==> config.mk <==
export PLATFORM = sky130hd
export DESIGN_NAME = sama_sample_ram
export DESIGN_NICKNAME = d
export VERILOG_FILES = /design/src/rtl/six_axis_moving_average_unit_defines.svh /design/src/rtl/sama_pkg.sv /design/src/rtl/sama_sample_ram.sv
export SDC_FILE = /design/constraint.sdc
export NUM_CORES = 1
export LEC_CHECK = 0
export ABC_AREA = 0
export BUFFER_PORTS_ARGS = -buffer_cell sky130_fd_sc_hd__buf_2
export CAP_MARGIN = 0
export CELL_PAD_IN_SITES_DETAIL_PLACEMENT = 0
export CELL_PAD_IN_SITES_GLOBAL_PLACEMENT = 1
export CORE_AREA = 2 2 267 269
export CTS_BUF_LIST = sky130_fd_sc_hd__clkbuf_8 sky130_fd_sc_hd__clkbuf_16
export DETAILED_ROUTE_END_ITERATION = 12
export DIE_AREA = 0 0 269 271
export HOLD_SLACK_MARGIN = 0.03
export PLACE_DENSITY = 0.89
export RECOVER_POWER = 25
export SYNTH_ARGS = -nofsm -noshare
export SYNTH_HDL_FRONTEND = slang
export SYNTH_SLANG_ARGS = --single-unit
export TNS_END_PERCENT = 5
==> constraint.sdc <==
create_clock -name clk_i -period 1.95 [get_ports clk_i]
set_input_delay 0.195 -clock clk_i [delete_from_list [all_inputs] [get_ports clk_i]]
set_output_delay 0.195 -clock clk_i [all_outputs]
set_load 0.02 [all_outputs]
==> src/rtl/six_axis_moving_average_unit_defines.svh <==
// ----------------------------------------------------------------------------
// six_axis_moving_average_unit_defines
// assertion macros used by the moving-average top level
// ----------------------------------------------------------------------------
`ifndef SIX_AXIS_MOVING_AVERAGE_UNIT_DEFINES_SVH
`define SIX_AXIS_MOVING_AVERAGE_UNIT_DEFINES_SVH

`ifndef ASSERT_OFF
// checked on every rising clock edge outside reset
`define SAMA_ASSERT(lbl, prop) \
  lbl: assert property (@(posedge clk_i) disable iff (!rst_ni) (prop)) \
    else $error("sama assertion failed");
// checked on every rising clock edge, reset included
`define SAMA_ASSERT_ALWAYS(lbl, prop) \
  lbl: assert property (@(posedge clk_i) (prop)) \
    else $error("sama assertion failed");
`else
`define SAMA_ASSERT(lbl, prop)
`define SAMA_ASSERT_ALWAYS(lbl, prop)
`endif

`endif

==> src/rtl/sama_pkg.sv <==
// ----------------------------------------------------------------------------
// sama_pkg
// shared types and constants of the six-axis moving average
// ----------------------------------------------------------------------------
`default_nettype none

package sama_pkg;

  localparam int unsigned AXES      = 6;
  localparam int unsigned SAMPLE_W  = 16;
  localparam int unsigned GYRO_BASE = 3;
  localparam int unsigned NUM_GYRO  = 3;
  localparam int unsigned ROW_W     = AXES * SAMPLE_W;
  localparam int unsigned CFG_IDX_W = 2;

  // configuration register indexes
  typedef enum logic [CFG_IDX_W-1:0] {
    CFG_GYRO_X_OFFSET = 2'd0,
    CFG_GYRO_Y_OFFSET = 2'd1,
    CFG_GYRO_Z_OFFSET = 2'd2
  } sama_cfg_idx_e;

  typedef struct packed {
    logic signed [SAMPLE_W-1:0] accel_x;
    logic signed [SAMPLE_W-1:0] accel_y;
    logic signed [SAMPLE_W-1:0] accel_z;
    logic signed [SAMPLE_W-1:0] gyro_x;
    logic signed [SAMPLE_W-1:0] gyro_y;
    logic signed [SAMPLE_W-1:0] gyro_z;
  } sama_in_t;

  typedef struct packed {
    logic signed [SAMPLE_W-1:0] avg_accel_x;
    logic signed [SAMPLE_W-1:0] avg_accel_y;
    logic signed [SAMPLE_W-1:0] avg_accel_z;
    logic signed [SAMPLE_W-1:0] avg_gyro_x;
    logic signed [SAMPLE_W-1:0] avg_gyro_y;
    logic signed [SAMPLE_W-1:0] avg_gyro_z;
  } sama_out_t;

  // stage enables of the divider lanes
  typedef struct packed {
    logic mul_en;
    logic fix_en;
  } sama_div_ctl_t;

endpackage

`default_nettype wire

==> src/rtl/sama_sample_ram.sv <==
// ----------------------------------------------------------------------------
// sama_sample_ram
// ring storage of all six axes, one row per ring slot, registered read
// ----------------------------------------------------------------------------
`default_nettype none

module sama_sample_ram #(
  parameter int unsigned Depth = 10,
  localparam int unsigned AddrW = (Depth > 1) ? $clog2(Depth) : 1
) (
  input  wire logic                       clk_i,
  input  wire logic                       rst_ni,
  input  wire logic                       rd_en_i,
  input  wire logic [AddrW-1:0]           rd_addr_i,
  output logic [sama_pkg::ROW_W-1:0]      rd_data_o,
  input  wire logic                       wr_en_i,
  input  wire logic [AddrW-1:0]           wr_addr_i,
  input  wire logic [sama_pkg::ROW_W-1:0] wr_data_i
);
  import sama_pkg::*;

  logic [ROW_W-1:0] mem_q [Depth];
  logic [Depth-1:0] vld_q;
  logic [ROW_W-1:0] rd_data_q;
  logic             rd_vld_q;

  always_ff @(posedge clk_i) begin
    if (wr_en_i) begin
      mem_q[wr_addr_i] <= wr_data_i;
    end
    if (rd_en_i) begin
      rd_data_q <= mem_q[rd_addr_i];
    end
  end

  // rows never written read as zero
  always_ff @(posedge clk_i or negedge rst_ni) begin
    if (!rst_ni) begin
      vld_q    <= '0;
      rd_vld_q <= 1'b0;
    end else begin
      if (wr_en_i) begin
        vld_q[wr_addr_i] <= 1'b1;
      end
      if (rd_en_i) begin
        rd_vld_q <= vld_q[rd_addr_i];
      end
    end
  end

  assign rd_data_o = rd_vld_q ? rd_data_q : '0;

endmodule

`default_nettype wire

==> reports/results.ini <==
[critical_path]
required_ps=1750
critPathMaxFanout=23
r2r_start=mem_q[7][35]
slowest_delay_ps=550
rrSetupSlack_ps=390
cp_common_cell=buf_12
worst-path-buf-inv=3
reg2reg_depth=3
end_kind=primary output
worstSetupPathType=reg2out
worst_setup_path_start_kind=register
crit_family=flip-flops
crit_chain=buf_12, buf_12, and2_1, buf_2
cp_num_cells=4
timing.rr.end=rd_data_q[35]
cp_data_arrival_time_ps=1870
crit_slowest_cell=dfrtp_4

[sta]
worstMarginPinSlew_ps=533.1
hold_viol_final=0
rsz0062_at_grt=true
max_freq_mhz=485.3
fin_ws_ps=-110.6
finalSetupViolations=64
min_period_over_period_pct=105.7
skew_ps=30.21
slew_viol_final=0
worst_slew_margin_rel_pct=64.46
period_needed_ps=2061

[global_route]
grt_max_degree=51
grt_pass1_vias=21260
overflow=0
grt_usage_pct=25.47
antenna_found_initial=7
grt_first_pass_wirelength_um=135200

[logic_synthesis]
synth_top_area_share_pct=79.04
synth-main-ff-cell=edfxtp_1
ys_warn_count=0
synth_edf_count=1056
netlist_instances=1887
syn_avg_cell_area_um2=21.26
syn_nets=1995
seq_area_frac_synth_pct=79.73
synth_seq_cells=1067
synth_area_leaders=edfxtp_1 79%, mux4_2 11%, a22oi_1 1.8%
synthArstFlopShare_pct=1.031
synth_cell_types=24
yosysTopAreaCell=edfxtp_1
syn_area_um2=40120

[outcome]
violations=negative setup slack
status=finished, violations left

[clock_network]
clk_path_buf_depth=3
root_buffer=clkbuf_16
htreeDepth=3
cts_tree=done
cts.clk_slew.worst_paths_ps=70
clock_latency_ps=660
cts.sinks=1067
cts_made_buffers=100

[floorplanning]
dieArea_um2=72900
fp-row-count=97
core_area_um2=69790
die_h_um=271
dieWidth_um=269
initial_core_util_pct=57.49
ioPinCount=204

[detailed_routing]
drt-total-wl_um=90410
vias_per_cell=6.108
via_count=20320
routedWlPerCell_um=27.17
ant_nets=0
drtIter0Drc=2252
dr.pass1.iters=7
drc=0

[layout]
layout.nets=2408
drive_above_1_share_pct=26.52
area_delta_synth_final_pct=19.61
layout.cells.most_common=edfxtp_1
nFillCells=4198
mostFrequentLayoutCells=1,056 x edfxtp_1, 193 x mux4_2, 114 x buf_2

[placement]
dp_slack_ps=-134.0
gp_congestion=0.7535
dp.final_hpwl_um=50120
portBuffers=203

[power]
ir_drop_v=0.001084
totalPowerFinal_mw=48.24
leakage_nw=15.90
power_density_nw_per_um2=1005

[worst_hold_path]
holdPathEnd=rd_vld_q
hold_path.class=in2reg
min_from=rd_addr_i[0]
hold_depth=3

[job]
cap_violations=0

flip-flops by register name (all words and copies together), names as in the netlist:
signal and count:
vld_q 10, rd_vld_q 1, mem_q 960, rd_data_q 96
worst register-to-register path: stages (launching register included):
cell and delay, ps:
edfxtp_1 430, mux4_2 490, a22oi_1 290, nand2_1 90
synth_stat cells (all sizes together) (2+ instances only):
cell type  instances
nand2b            99
mux4             193
nor2              10
dfrtp             11
nor2b              2
nand3b             2
o211ai            96
buf               56
a22oi             96
mux2               3
or2               10
clkbuf            51
nor3               3
nand2             98
and2              96
edfxtp          1056
worst max-delay path by stage:
| stage | from | end | slack (ps) |
|---|---|---|---|
| after global routing | rd_vld_q | rd_data_o[79] | -160 |
| after global placement | rd_addr_i[0] | rd_data_q[40] | -70 |
| after floorplan | wr_addr_i[2] | mem_q[0][0] | -1480 |
| after CTS | rd_vld_q | rd_data_o[72] | -150 |
| final | rd_vld_q | rd_data_o[76] | -110 |
| after detailed placement | rd_addr_i[0] | rd_data_q[43] | -130 |
power by group:
part | internal [mW] | leakage [nW] | switching (mW)
Clock | 10.6 | 1.61 | 8.20
Combinational | 1.43 | 4.55 | 1.93
Sequential | 25.9 | 9.74 | 0.188
Total | 37.9 | 15.9 | 10.3
metrics by stage:
step	std cells	util [%]	instance area (um2)	hold slack, ps	TNS [ps]
after floorplan	1887	-	40200	-100.6	-872360
after global placement	3036	62.58	43670	71.36	-364.1
after detailed placement	3036	62.58	43670	78.04	-2285
after CTS	3323	68.73	47960	46.40	-5752
after global routing	3326	68.76	47980	67.12	-6584
final	3327	68.76	47990	79.89	-3585
what timing repair did:
action                                  in CTS  in global routing
setup buffers                                2                  0
endpoints found under the setup margin      90                 86
cloned                                       0                  0
pin swaps                                    0                  0
hold endpoints to repair                   980                  0
gates resized for setup                     28                 30
hold buffers                               100                  0
routing by layer:
layer / track usage, % / up-vias / share of wire, %
li1: - / 8569 / -
met1: 35.49 / 10630 / 39
met2: 42.05 / 991 / 51
met3: 4.287 / 125 / 8.2
met4: 7.325 / 6 / 1.9
met5: 0 / - / 0.045
cells by family after synthesis:
group           Yosys count  synth area share [%]
buf+inv                 108                 1.369
mux                     196                 10.92
flops                  1067                 79.73
simple gates            321                 4.335
compound gates          195                 3.652
area by class of cell:
class	count	area, um2	share of cell area (%)
sequential	1067	31990	66.66
multi-input combinational	712	7724	16.10
timing repair buffer	418	3899	8.125
clock buffer	103	2577	5.371
tap	940	1176	2.451
clock inverter	82	608.1	1.267
antenna	4	10.01	0.02086
inverter	1	3.754	0.007822
(Power assumes the default switching activity.)
