$ cat config.mk
export PLATFORM = sky130hd
export DESIGN_NAME = sama_div
export DESIGN_NICKNAME = d
export VERILOG_FILES = /design/src/rtl/six_axis_moving_average_unit_defines.svh /design/src/rtl/sama_pkg.sv /design/src/rtl/sama_div.sv
export SDC_FILE = /design/constraint.sdc
export NUM_CORES = 1
export LEC_CHECK = 0
export ABC_AREA = 1
export BUFFER_PORTS_ARGS = -buffer_cell sky130_fd_sc_hd__buf_2
export CORE_ASPECT_RATIO = 1.1
export CORE_UTILIZATION = 55
export DETAILED_ROUTE_END_ITERATION = 8
export PLACE_DENSITY = 0.71
export SLEW_MARGIN = 20
export SYNTH_ARGS = -nofsm -noshare
export SYNTH_HDL_FRONTEND = slang
export SYNTH_SLANG_ARGS = --single-unit
$ cat constraint.sdc
create_clock -name clk_i -period 11.7 [get_ports clk_i]
set_input_delay 1.755 -clock clk_i [delete_from_list [all_inputs] [get_ports clk_i]]
set_output_delay 1.755 -clock clk_i [all_outputs]
set_load 0.01 [all_outputs]
$ cat src/rtl/six_axis_moving_average_unit_defines.svh
// ----------------------------------------------------------------------------
// six_axis_moving_average_unit_defines
// assertion macros used by the moving-average top level
// ----------------------------------------------------------------------------
`ifndef SIX_AXIS_MOVING_AVERAGE_UNIT_DEFINES_SVH
`define SIX_AXIS_MOVING_AVERAGE_UNIT_DEFINES_SVH

`ifndef ASSERT_OFF
// checked on every rising clock edge outside reset
`define SAMA_ASSERT(lbl, prop) \
  lbl: assert property (@(posedge clk_i) disable iff (!rst_ni) (prop)) \
    else $error("sama assertion failed");
// checked on every rising clock edge, reset included
`define SAMA_ASSERT_ALWAYS(lbl, prop) \
  lbl: assert property (@(posedge clk_i) (prop)) \
    else $error("sama assertion failed");
`else
`define SAMA_ASSERT(lbl, prop)
`define SAMA_ASSERT_ALWAYS(lbl, prop)
`endif

`endif

$ cat src/rtl/sama_pkg.sv
// ----------------------------------------------------------------------------
// sama_pkg
// shared types and constants of the six-axis moving average
// ----------------------------------------------------------------------------
`default_nettype none

package sama_pkg;

  localparam int unsigned AXES      = 6;
  localparam int unsigned SAMPLE_W  = 16;
  localparam int unsigned GYRO_BASE = 3;
  localparam int unsigned NUM_GYRO  = 3;
  localparam int unsigned ROW_W     = AXES * SAMPLE_W;
  localparam int unsigned CFG_IDX_W = 2;

  // configuration register indexes
  typedef enum logic [CFG_IDX_W-1:0] {
    CFG_GYRO_X_OFFSET = 2'd0,
    CFG_GYRO_Y_OFFSET = 2'd1,
    CFG_GYRO_Z_OFFSET = 2'd2
  } sama_cfg_idx_e;

  typedef struct packed {
    logic signed [SAMPLE_W-1:0] accel_x;
    logic signed [SAMPLE_W-1:0] accel_y;
    logic signed [SAMPLE_W-1:0] accel_z;
    logic signed [SAMPLE_W-1:0] gyro_x;
    logic signed [SAMPLE_W-1:0] gyro_y;
    logic signed [SAMPLE_W-1:0] gyro_z;
  } sama_in_t;

  typedef struct packed {
    logic signed [SAMPLE_W-1:0] avg_accel_x;
    logic signed [SAMPLE_W-1:0] avg_accel_y;
    logic signed [SAMPLE_W-1:0] avg_accel_z;
    logic signed [SAMPLE_W-1:0] avg_gyro_x;
    logic signed [SAMPLE_W-1:0] avg_gyro_y;
    logic signed [SAMPLE_W-1:0] avg_gyro_z;
  } sama_out_t;

  // stage enables of the divider lanes
  typedef struct packed {
    logic mul_en;
    logic fix_en;
  } sama_div_ctl_t;

endpackage

`default_nettype wire

$ cat src/rtl/sama_div.sv
// ----------------------------------------------------------------------------
// sama_div
// signed divide of one running sum by the window, truncated toward zero
// ----------------------------------------------------------------------------
`default_nettype none

module sama_div #(
  parameter int unsigned WINDOW = 10,
  localparam int unsigned SumW = sama_pkg::SAMPLE_W + $clog2(WINDOW)
) (
  input  wire logic                              clk_i,
  input  wire sama_pkg::sama_div_ctl_t           ctl_i,
  input  wire logic signed [SumW-1:0]            sum_i,
  output logic signed [sama_pkg::SAMPLE_W-1:0]   avg_o
);
  import sama_pkg::*;

  localparam int unsigned MagW   = SumW;
  localparam int unsigned RecipW = SumW + 1;
  localparam int unsigned ProdW  = MagW + RecipW;
  // floor(2^SumW / WINDOW): quotient estimate is low by at most one
  localparam logic [RecipW-1:0] Recip = RecipW'((64'd1 << SumW) / 64'(WINDOW));
  localparam logic [MagW-1:0]   WinM  = MagW'(WINDOW);

  logic [MagW-1:0]  mag;
  logic [ProdW-1:0] prod;
  logic             neg_q;
  logic [MagW-1:0]  mag_q;
  logic [MagW-1:0]  q0_q;
  logic [MagW-1:0]  q0w;
  logic [MagW-1:0]  rem;
  logic [MagW-1:0]  qmag_q;
  logic [SAMPLE_W-1:0] qlow;

  assign mag  = sum_i[SumW-1] ? MagW'(-sum_i) : MagW'(sum_i);
  assign prod = ProdW'(mag) * ProdW'(Recip);

  // low-by-one correction from the remainder
  assign q0w = MagW'(q0_q * WinM);
  assign rem = mag_q - q0w;

  always_ff @(posedge clk_i) begin
    if (ctl_i.mul_en) begin
      neg_q <= sum_i[SumW-1];
      mag_q <= mag;
      q0_q  <= MagW'(prod >> SumW);
    end
    if (ctl_i.fix_en) begin
      qmag_q <= (rem >= WinM) ? MagW'(q0_q + MagW'(1)) : q0_q;
    end
  end

  assign qlow  = qmag_q[SAMPLE_W-1:0];
  assign avg_o = neg_q ? SAMPLE_W'(-qlow) : qlow;

endmodule

`default_nettype wire

==> results of run 1 <==
## worst max path at each step
stage | start | to | slack, ps | depth (start not counted)
finish | sum_i[0] | q0_q[16] | 3650 | 24
global route | sum_i[0] | q0_q[16] | 3190 | 27
CTS | sum_i[0] | q0_q[16] | 3680 | 25
detailed placement | sum_i[0] | q0_q[13] | 3410 | 27
global placement | sum_i[0] | q0_q[13] | 3500 | 27
floorplan | sum_i[1] | q0_q[16] | 4300 | 24
## logic make-up (layout without fill, tap and decap cells)
family,after synthesis,after routing,synth area share
and+or+nand+nor,503,503,0.195
buffers and inverters,338,377,0.116
adders and majority gates,307,307,0.419
AOI/OAI and AO/OA,132,132,0.0663
xor gates and xnor gates,78,78,0.0613
DFF,53,53,0.143
## cells in the final DEF (no fill, tap or decap), drive strengths merged, types with 2 or more instances in the layout
master / count
inv: 332
nand2: 289
ha: 197
fa: 110
nor2: 81
a21oi: 64
nand3: 59
xor2: 53
edfxtp: 53
buf: 38
o21ai: 37
nand4: 34
nor3: 26
xnor2: 25
a31oi: 7
nor4: 5
clkbuf: 5
a21o: 4
nand3b: 4
o21a: 3
o21bai: 3
and2: 3
or2: 2
o221ai: 2
o2111ai: 2
a21boi: 2
o211ai: 2
o31ai: 2
## layout make-up
type                    instances  area [um^2]
clock buffers                   5          125
clock inverters                 3         43.8
fillers                      1839         8090
inverters                     331         1240
multi-input cells            1020         8270
flip-flops and latches         53         1590
well taps                     252          315
repair buffers                 38          190
## registers in the layout, summed over array words and instances (netlist names)
signal  count
mag_q      19
neg_q       1
q0_q       17
qmag_q     16
## through the flow
| stage | cell area [um^2] | setup WS [ps] | cells | utilization | hold slack (ps) |
|---|---|---|---|---|---|
| 2_1_floorplan | 11100 | 4300 | 1411 | - | 636 |
| 3_3_place_gp | 11600 | 3500 | 1694 | 0.584 | 767 |
| 3_5_place_dp | 11600 | 3410 | 1694 | 0.584 | 759 |
| 4_1_cts | 11800 | 3680 | 1702 | 0.593 | 785 |
| 5_1_grt | 11800 | 3190 | 1702 | 0.593 | 854 |
| 6_report | 11800 | 3650 | 1702 | 0.593 | 788 |
## critical path: stages
cell	delay, ps
buf_2	140
nor3_1	240
nand2_1	110
nor3_1	300
nor2_1	90
xor2_1	540
ha_1	430
fa_1	570
inv_1	60
fa_1	520
inv_1	60
fa_1	500
fa_1	550
inv_1	60
fa_1	530
inv_1	40
ha_1	370
a21oi_1	260
o21ai_0	220
a21oi_1	270
nor3_1	70
a211oi_1	170
nand2_1	110
xor2_1	150
## per-layer routing
metal,share of wire,wire length [um],track usage
met1,0.41,11200,0.331
met3,0.037,985,0.0211
met2,0.51,13600,0.521
met5,0,0,0
met4,0.043,1150,0.120
==> metrics.md, run 1 <==
| Metric | Value |
|---|---|
| Post-synth top cells | `inv_1, nand2_1, ha_1` |
| Routed wire length | `approximately 27000 um` |
| CP endpoint kind | `register` |
| Tot GR Track Use | `0.281` |
| IO buf count | `38` |
| Outcome | `completed` |
| Antenna-violating nets left | `0` |
| First-pass GRT wire length | `around 44000 um` |
| Register area share after synthesis | `0.143` |
| DIE WIDTH | `between 100 and 150 um` |
| Number of antenna violations at the first check in global routing | `1` |
| Cell area after synthesis | `11100 um^2` |
| GP Congestion | `around 0.95` |
| Cts bufs inserted | `5` |
| Initial Util | `0.561` |
| Detailed-route via count | `between 9k and 10k` |
| Synthesized Nets | `~1.7k` |
| Number of max-cap violations | `0` |
| Post-Synthesis Cells | `about 1.4k` |
| Least-Margin Pin Slew | `around 830 ps` |
| CTS Hold Bufs | `0` |
| CP startpoint kind | `input port` |
| Synth Flop Type | `edfxtp_1` |
| Avg Inst Size Synth | `7.90 um^2` |
| Largest net degree at the start of global routing | `38` |
| Antenna diode count | `0` |
| Post-synth EDFFs | `53` |
| Max transition margin | `0.450` |
| Dominant cell by count in the synthesized netlist | `inv_1` |
| Max FO, Critical Path | `6` |
| Yosys top cell area share | `0.221` |
| Clock buffer depth | `2` |
| Min cycle time layout | `slightly above 8000 ps` |
| Min-Delay Path Depth | `2` |
| Root Buffer | `clkbuf_16` |
| RSZ-0062 raised after global routing | `false` |
| R2R depth | `20` |
| Synthesis Warnings | `0` |
| Async SR Flop Fraction | `0` |
| Placed wire-length estimate | `24300 um` |
| Core region area | `between 15000 and 20000 um^2` |
| First-pass iteration count of the detailed router | `5` |
| Hold worst-path end | `qmag_q[15]` |
| WP data required | `between 10000 and 15000 ps` |
| Post-route DRC | `0` |
| HP Start | `q0_q[15]` |
| Setup bufs post-CTS | `0` |
| Ports | `39` |
| Fmax | `between 0.1 and 0.15 GHz` |
| Clock tree sinks | `53` |
| H-tree depth | `2` |
| Die Area | `about 21000 um^2` |
| Area contributors post-synth | `ha_1, fa_1, edfxtp_1, inv_1, nand2_1` |
| Arrival time at the worst endpoint | `just over 8000 ps` |
| Height of the die | `~150 um` |
| CTS tree | `yes` |
| Setup TNS | `0 ps` |
| Avg WL per Cell | `15.8 um` |
| Yosys cell types | `42` |
| Setup CP Type | `in2reg` |
| Vias in the first global route | `9241` |
| Layout cells sized above 1 | `0.0469` |
| DR iter-0 viols | `about 560` |
| Clock skew | `roughly 7 ps` |
| Worst R2R End | `qmag_q[6]` |
| FF+latch count, synth | `53` |
| Start of the worst register-to-register path | `q0_q[3]` |
| Hold Fails Final Rpt | `0` |
| # setup viols final | `0` |
| Clk slew on worst S/H paths | `approximately 70 ps` |
| FF-to-FF setup slack | `a little under 7000 ps` |
| Area Overhead vs Synth | `5.62%` |
| Post-synth top area cell | `ha_1` |
| Clk_lat worst skew | `approximately 290 ps` |
| Vias per cell | `around 5.4` |
| Final period utilization | `0.688` |
| Final Net Count | `1779` |
| Cell Rows | `54` |
| Remaining Overflow, GRT | `0` |
| Hold Path Class | `reg2reg` |
| Fin. max-slew vios | `0` |
| Post-CTS sizing | `0` |
Power of run 1 is not shown: default switching activity piles up to over one toggle a cycle in this logic, so the estimate is an artifact.
==> run 2: changes to the inputs <==
--- a/config.mk
+++ b/config.mk
@@ -10,7 +10,7 @@
 export CORE_ASPECT_RATIO = 1.1
 export CORE_UTILIZATION = 55
 export DETAILED_ROUTE_END_ITERATION = 8
-export PLACE_DENSITY = 0.71
+export PLACE_DENSITY = 0.74
 export SLEW_MARGIN = 20
 export SYNTH_ARGS = -nofsm -noshare
 export SYNTH_HDL_FRONTEND = slang
==> constraint.sdc (replaced) <==
create_clock -name clk_i -period 6.7 [get_ports clk_i]
set_input_delay 1.005 -clock clk_i [delete_from_list [all_inputs] [get_ports clk_i]]
set_output_delay 1.005 -clock clk_i [all_outputs]
set_load 0.01 [all_outputs]
==> run 2 against run 1 <==
Core utilization up 8.9 points. Critical endpoint is now q0_q[11]. Count of clock-buffer cells in the layout up 1. Cell area up 15%. Sequential share of layout area down 1.8 points. Critical path depth up 1. Register-to-register slack worse by 5000 ps. Clock skew up 4.6 ps. Routed wire length up 12%. Die area unchanged. Via count up 8.2%. Setup slack worse by 3600 ps.
==> metrics.md, run 2 (synthesis gave the netlist of run 1 again) <==
| Metric | Value |
|---|---|
| Critical path buffer and inverter count | `3 (was 5)` |
| Clk_lat worst skew | `300 ps (was 290 ps)` |
| Clock skew | `11.7 ps (was 7.13 ps)` |
| Final period utilization | `0.995` |
| Largest register FFs | `19 (unchanged)` |
| Remaining Overflow, GRT | `0 (unchanged)` |
| Antenna-violating nets left | `0 (unchanged)` |
| FF-to-FF setup slack | `1730 ps (was 6750 ps)` |
| Hold Fails Final Rpt | `0 (unchanged)` |
| Least-Margin Pin Slew | `843 ps (was 825 ps)` |
| Clk slew on worst S/H paths | `70 ps (about the same)` |
| Layout filler cell count | `1545 (was 1839)` |
| # setup viols final | `0 (unchanged)` |
| Fmax | `around 0.15 GHz` |
| GP Congestion | `0.941 (was 0.949)` |
| Layout cells sized above 1 | `0.199 (was 0.0469)` |
| Detailed-route via count | `9948 (was 9195)` |
| Initial Util | `0.561 (unchanged)` |
| Outcome | `completed (unchanged)` |
| Placed wire-length estimate | `25700 um (was 24300 um)` |
| Cell Rows | `54 (unchanged)` |
| Max transition margin | `0.438 (was 0.450)` |
| Arrival time at the worst endpoint | `6720 ps (was 8100 ps)` |
| DP Area | `12600 um^2 (was 11600 um^2)` |
| CP max stage delay | `580 ps (was 570 ps)` |
| First-pass iteration count of the detailed router | `5 (unchanged)` |
| Vias in the first global route | `9731 (was 9241)` |
| Fin. max-slew vios | `0 (unchanged)` |
| IO buf count | `38 (unchanged)` |
| Crit-path leading delay family | `adder cells (unchanged)` |
| Root Buffer | `clkbuf_16 (unchanged)` |
| Tot GR Track Use | `0.297 (was 0.281)` |
| Routed wire length | `30100 um (was 26900 um)` |
| Largest regs | `mag_q (19), q0_q (17), qmag_q (16) (unchanged)` |
| H-tree depth | `2 (unchanged)` |
| Core region area | `19900 um^2 (unchanged)` |
| Number of max-cap violations | `0 (unchanged)` |
| Min cycle time layout | `between 6000 and 7000 ps` |
| Clock tree sinks | `53 (unchanged)` |
| Ports | `39 (unchanged)` |
| DIE WIDTH | `138 um (unchanged)` |
| Post-route cell area | `13500 um^2 (was 11800 um^2)` |
| Slowest stage cell, crit path | `fa_2 (was fa_1)` |
| Commonest non-fill, non-tap cell in the layout | `inv_1 (unchanged)` |
| Max FO, Critical Path | `5 (was 6)` |
| CP startpoint kind | `input port (unchanged)` |
| WP data required | `6760 ps (was 11750 ps)` |
| Final core area utilization | `0.682 (was 0.593)` |
| Worst Hold Margin | `788 ps (about the same)` |
| Most used cell along the critical path | `nand2_2 (was fa_1)` |
| Hold Path Class | `reg2reg (unchanged)` |
| Largest net degree at the start of global routing | `38 (unchanged)` |
| Setup CP Type | `in2reg (unchanged)` |
| Cts bufs inserted | `5 (unchanged)` |
| CTS tree | `yes (unchanged)` |
| Number of antenna violations at the first check in global routing | `1 (unchanged)` |
| Post-route DRC | `0 (unchanged)` |
| Antenna diode count | `0 (unchanged)` |
| Most frequent cells in the layout | `inv_1, nand2_1, ha_1, buf_4, fa_1 (was inv_1, nand2_1, ha_1, fa_1, nor2_1)` |
| Die Area | `20800 um^2 (unchanged)` |
| Height of the die | `151 um (unchanged)` |
| Clock buffer depth | `2 (unchanged)` |
| Area Overhead vs Synth | `21.5% (was 5.62%)` |
| RSZ-0062 raised after global routing | `true (was false)` |
| Avg WL per Cell | `16.3 um (was 15.8 um)` |
| Final Net Count | `1925 (was 1779)` |
| First-pass GRT wire length | `47100 um (was 44500 um)` |
| DR iter-0 viols | `507 (was 557)` |
| Most flops, register | `mag_q (unchanged)` |
| Vias per cell | `5.38 (was 5.40)` |
| CP endpoint kind | `register (unchanged)` |
run 2: cell count changes in the layout (fill, tap and decap cells not counted), sizes merged:
cell | before | now
bufinv | 1 | 0
clkbuf | 5 | 6
buf | 38 | 184
run 2: layout make-up:
cell class	count	area (um^2)	area share
clock buffers	6	129	0.00952
clock inverters	2	13.8	0.00102
inverters	331	1240	0.0917
multi-input cells	1020	8970	0.662
flip-flops and latches	53	1590	0.118
well taps	252	315	0.0233
repair buffers	184	1290	0.0950
run 2: timing repair:
item,in CTS,in global routing
pin swaps,0,52
hold buffers,0,0
setup buffers,0,9
endpoints found under the setup margin,16,17
cloned,0,0
gates resized for setup,12,121
hold endpoints to repair,0,0
run 2: final timing paths:
check,cells after the start,start,end
worst max-delay path,25,sum_i[1],q0_q[11]
worst min-delay path,2,q0_q[15],qmag_q[15]
worst max register to register,20,q0_q[3],qmag_q[13]
worst min register to register,2,q0_q[15],qmag_q[15]
run 2: tightest hold or removal path, delay by kind of cell, from the launching register on:
| kind | cells | cell delay (ps) |
|---|---|---|
| flops | 1 | 480 |
| simple gates | 2 | 200 |
run 2: per-stage QoR:
stage	worst slack, ps	setup TNS (ps)	cells
after floorplan	45.1	0	1411
after global placement	-455	-5850	1831
after detailed placement	-565	-7310	1831
after CTS	10.0	0	1839
after global routing	-138	-943	1848
final	31.5	0	1848
run 2: routing by layer:
layer / share of wire / GRT usage
met1: 0.40 / 0.355
met5: 0.00043 / 0
met2: 0.51 / 0.550
met4: 0.042 / 0.121
met3: 0.038 / 0.0191
Power of run 2 is left out for the same reason.
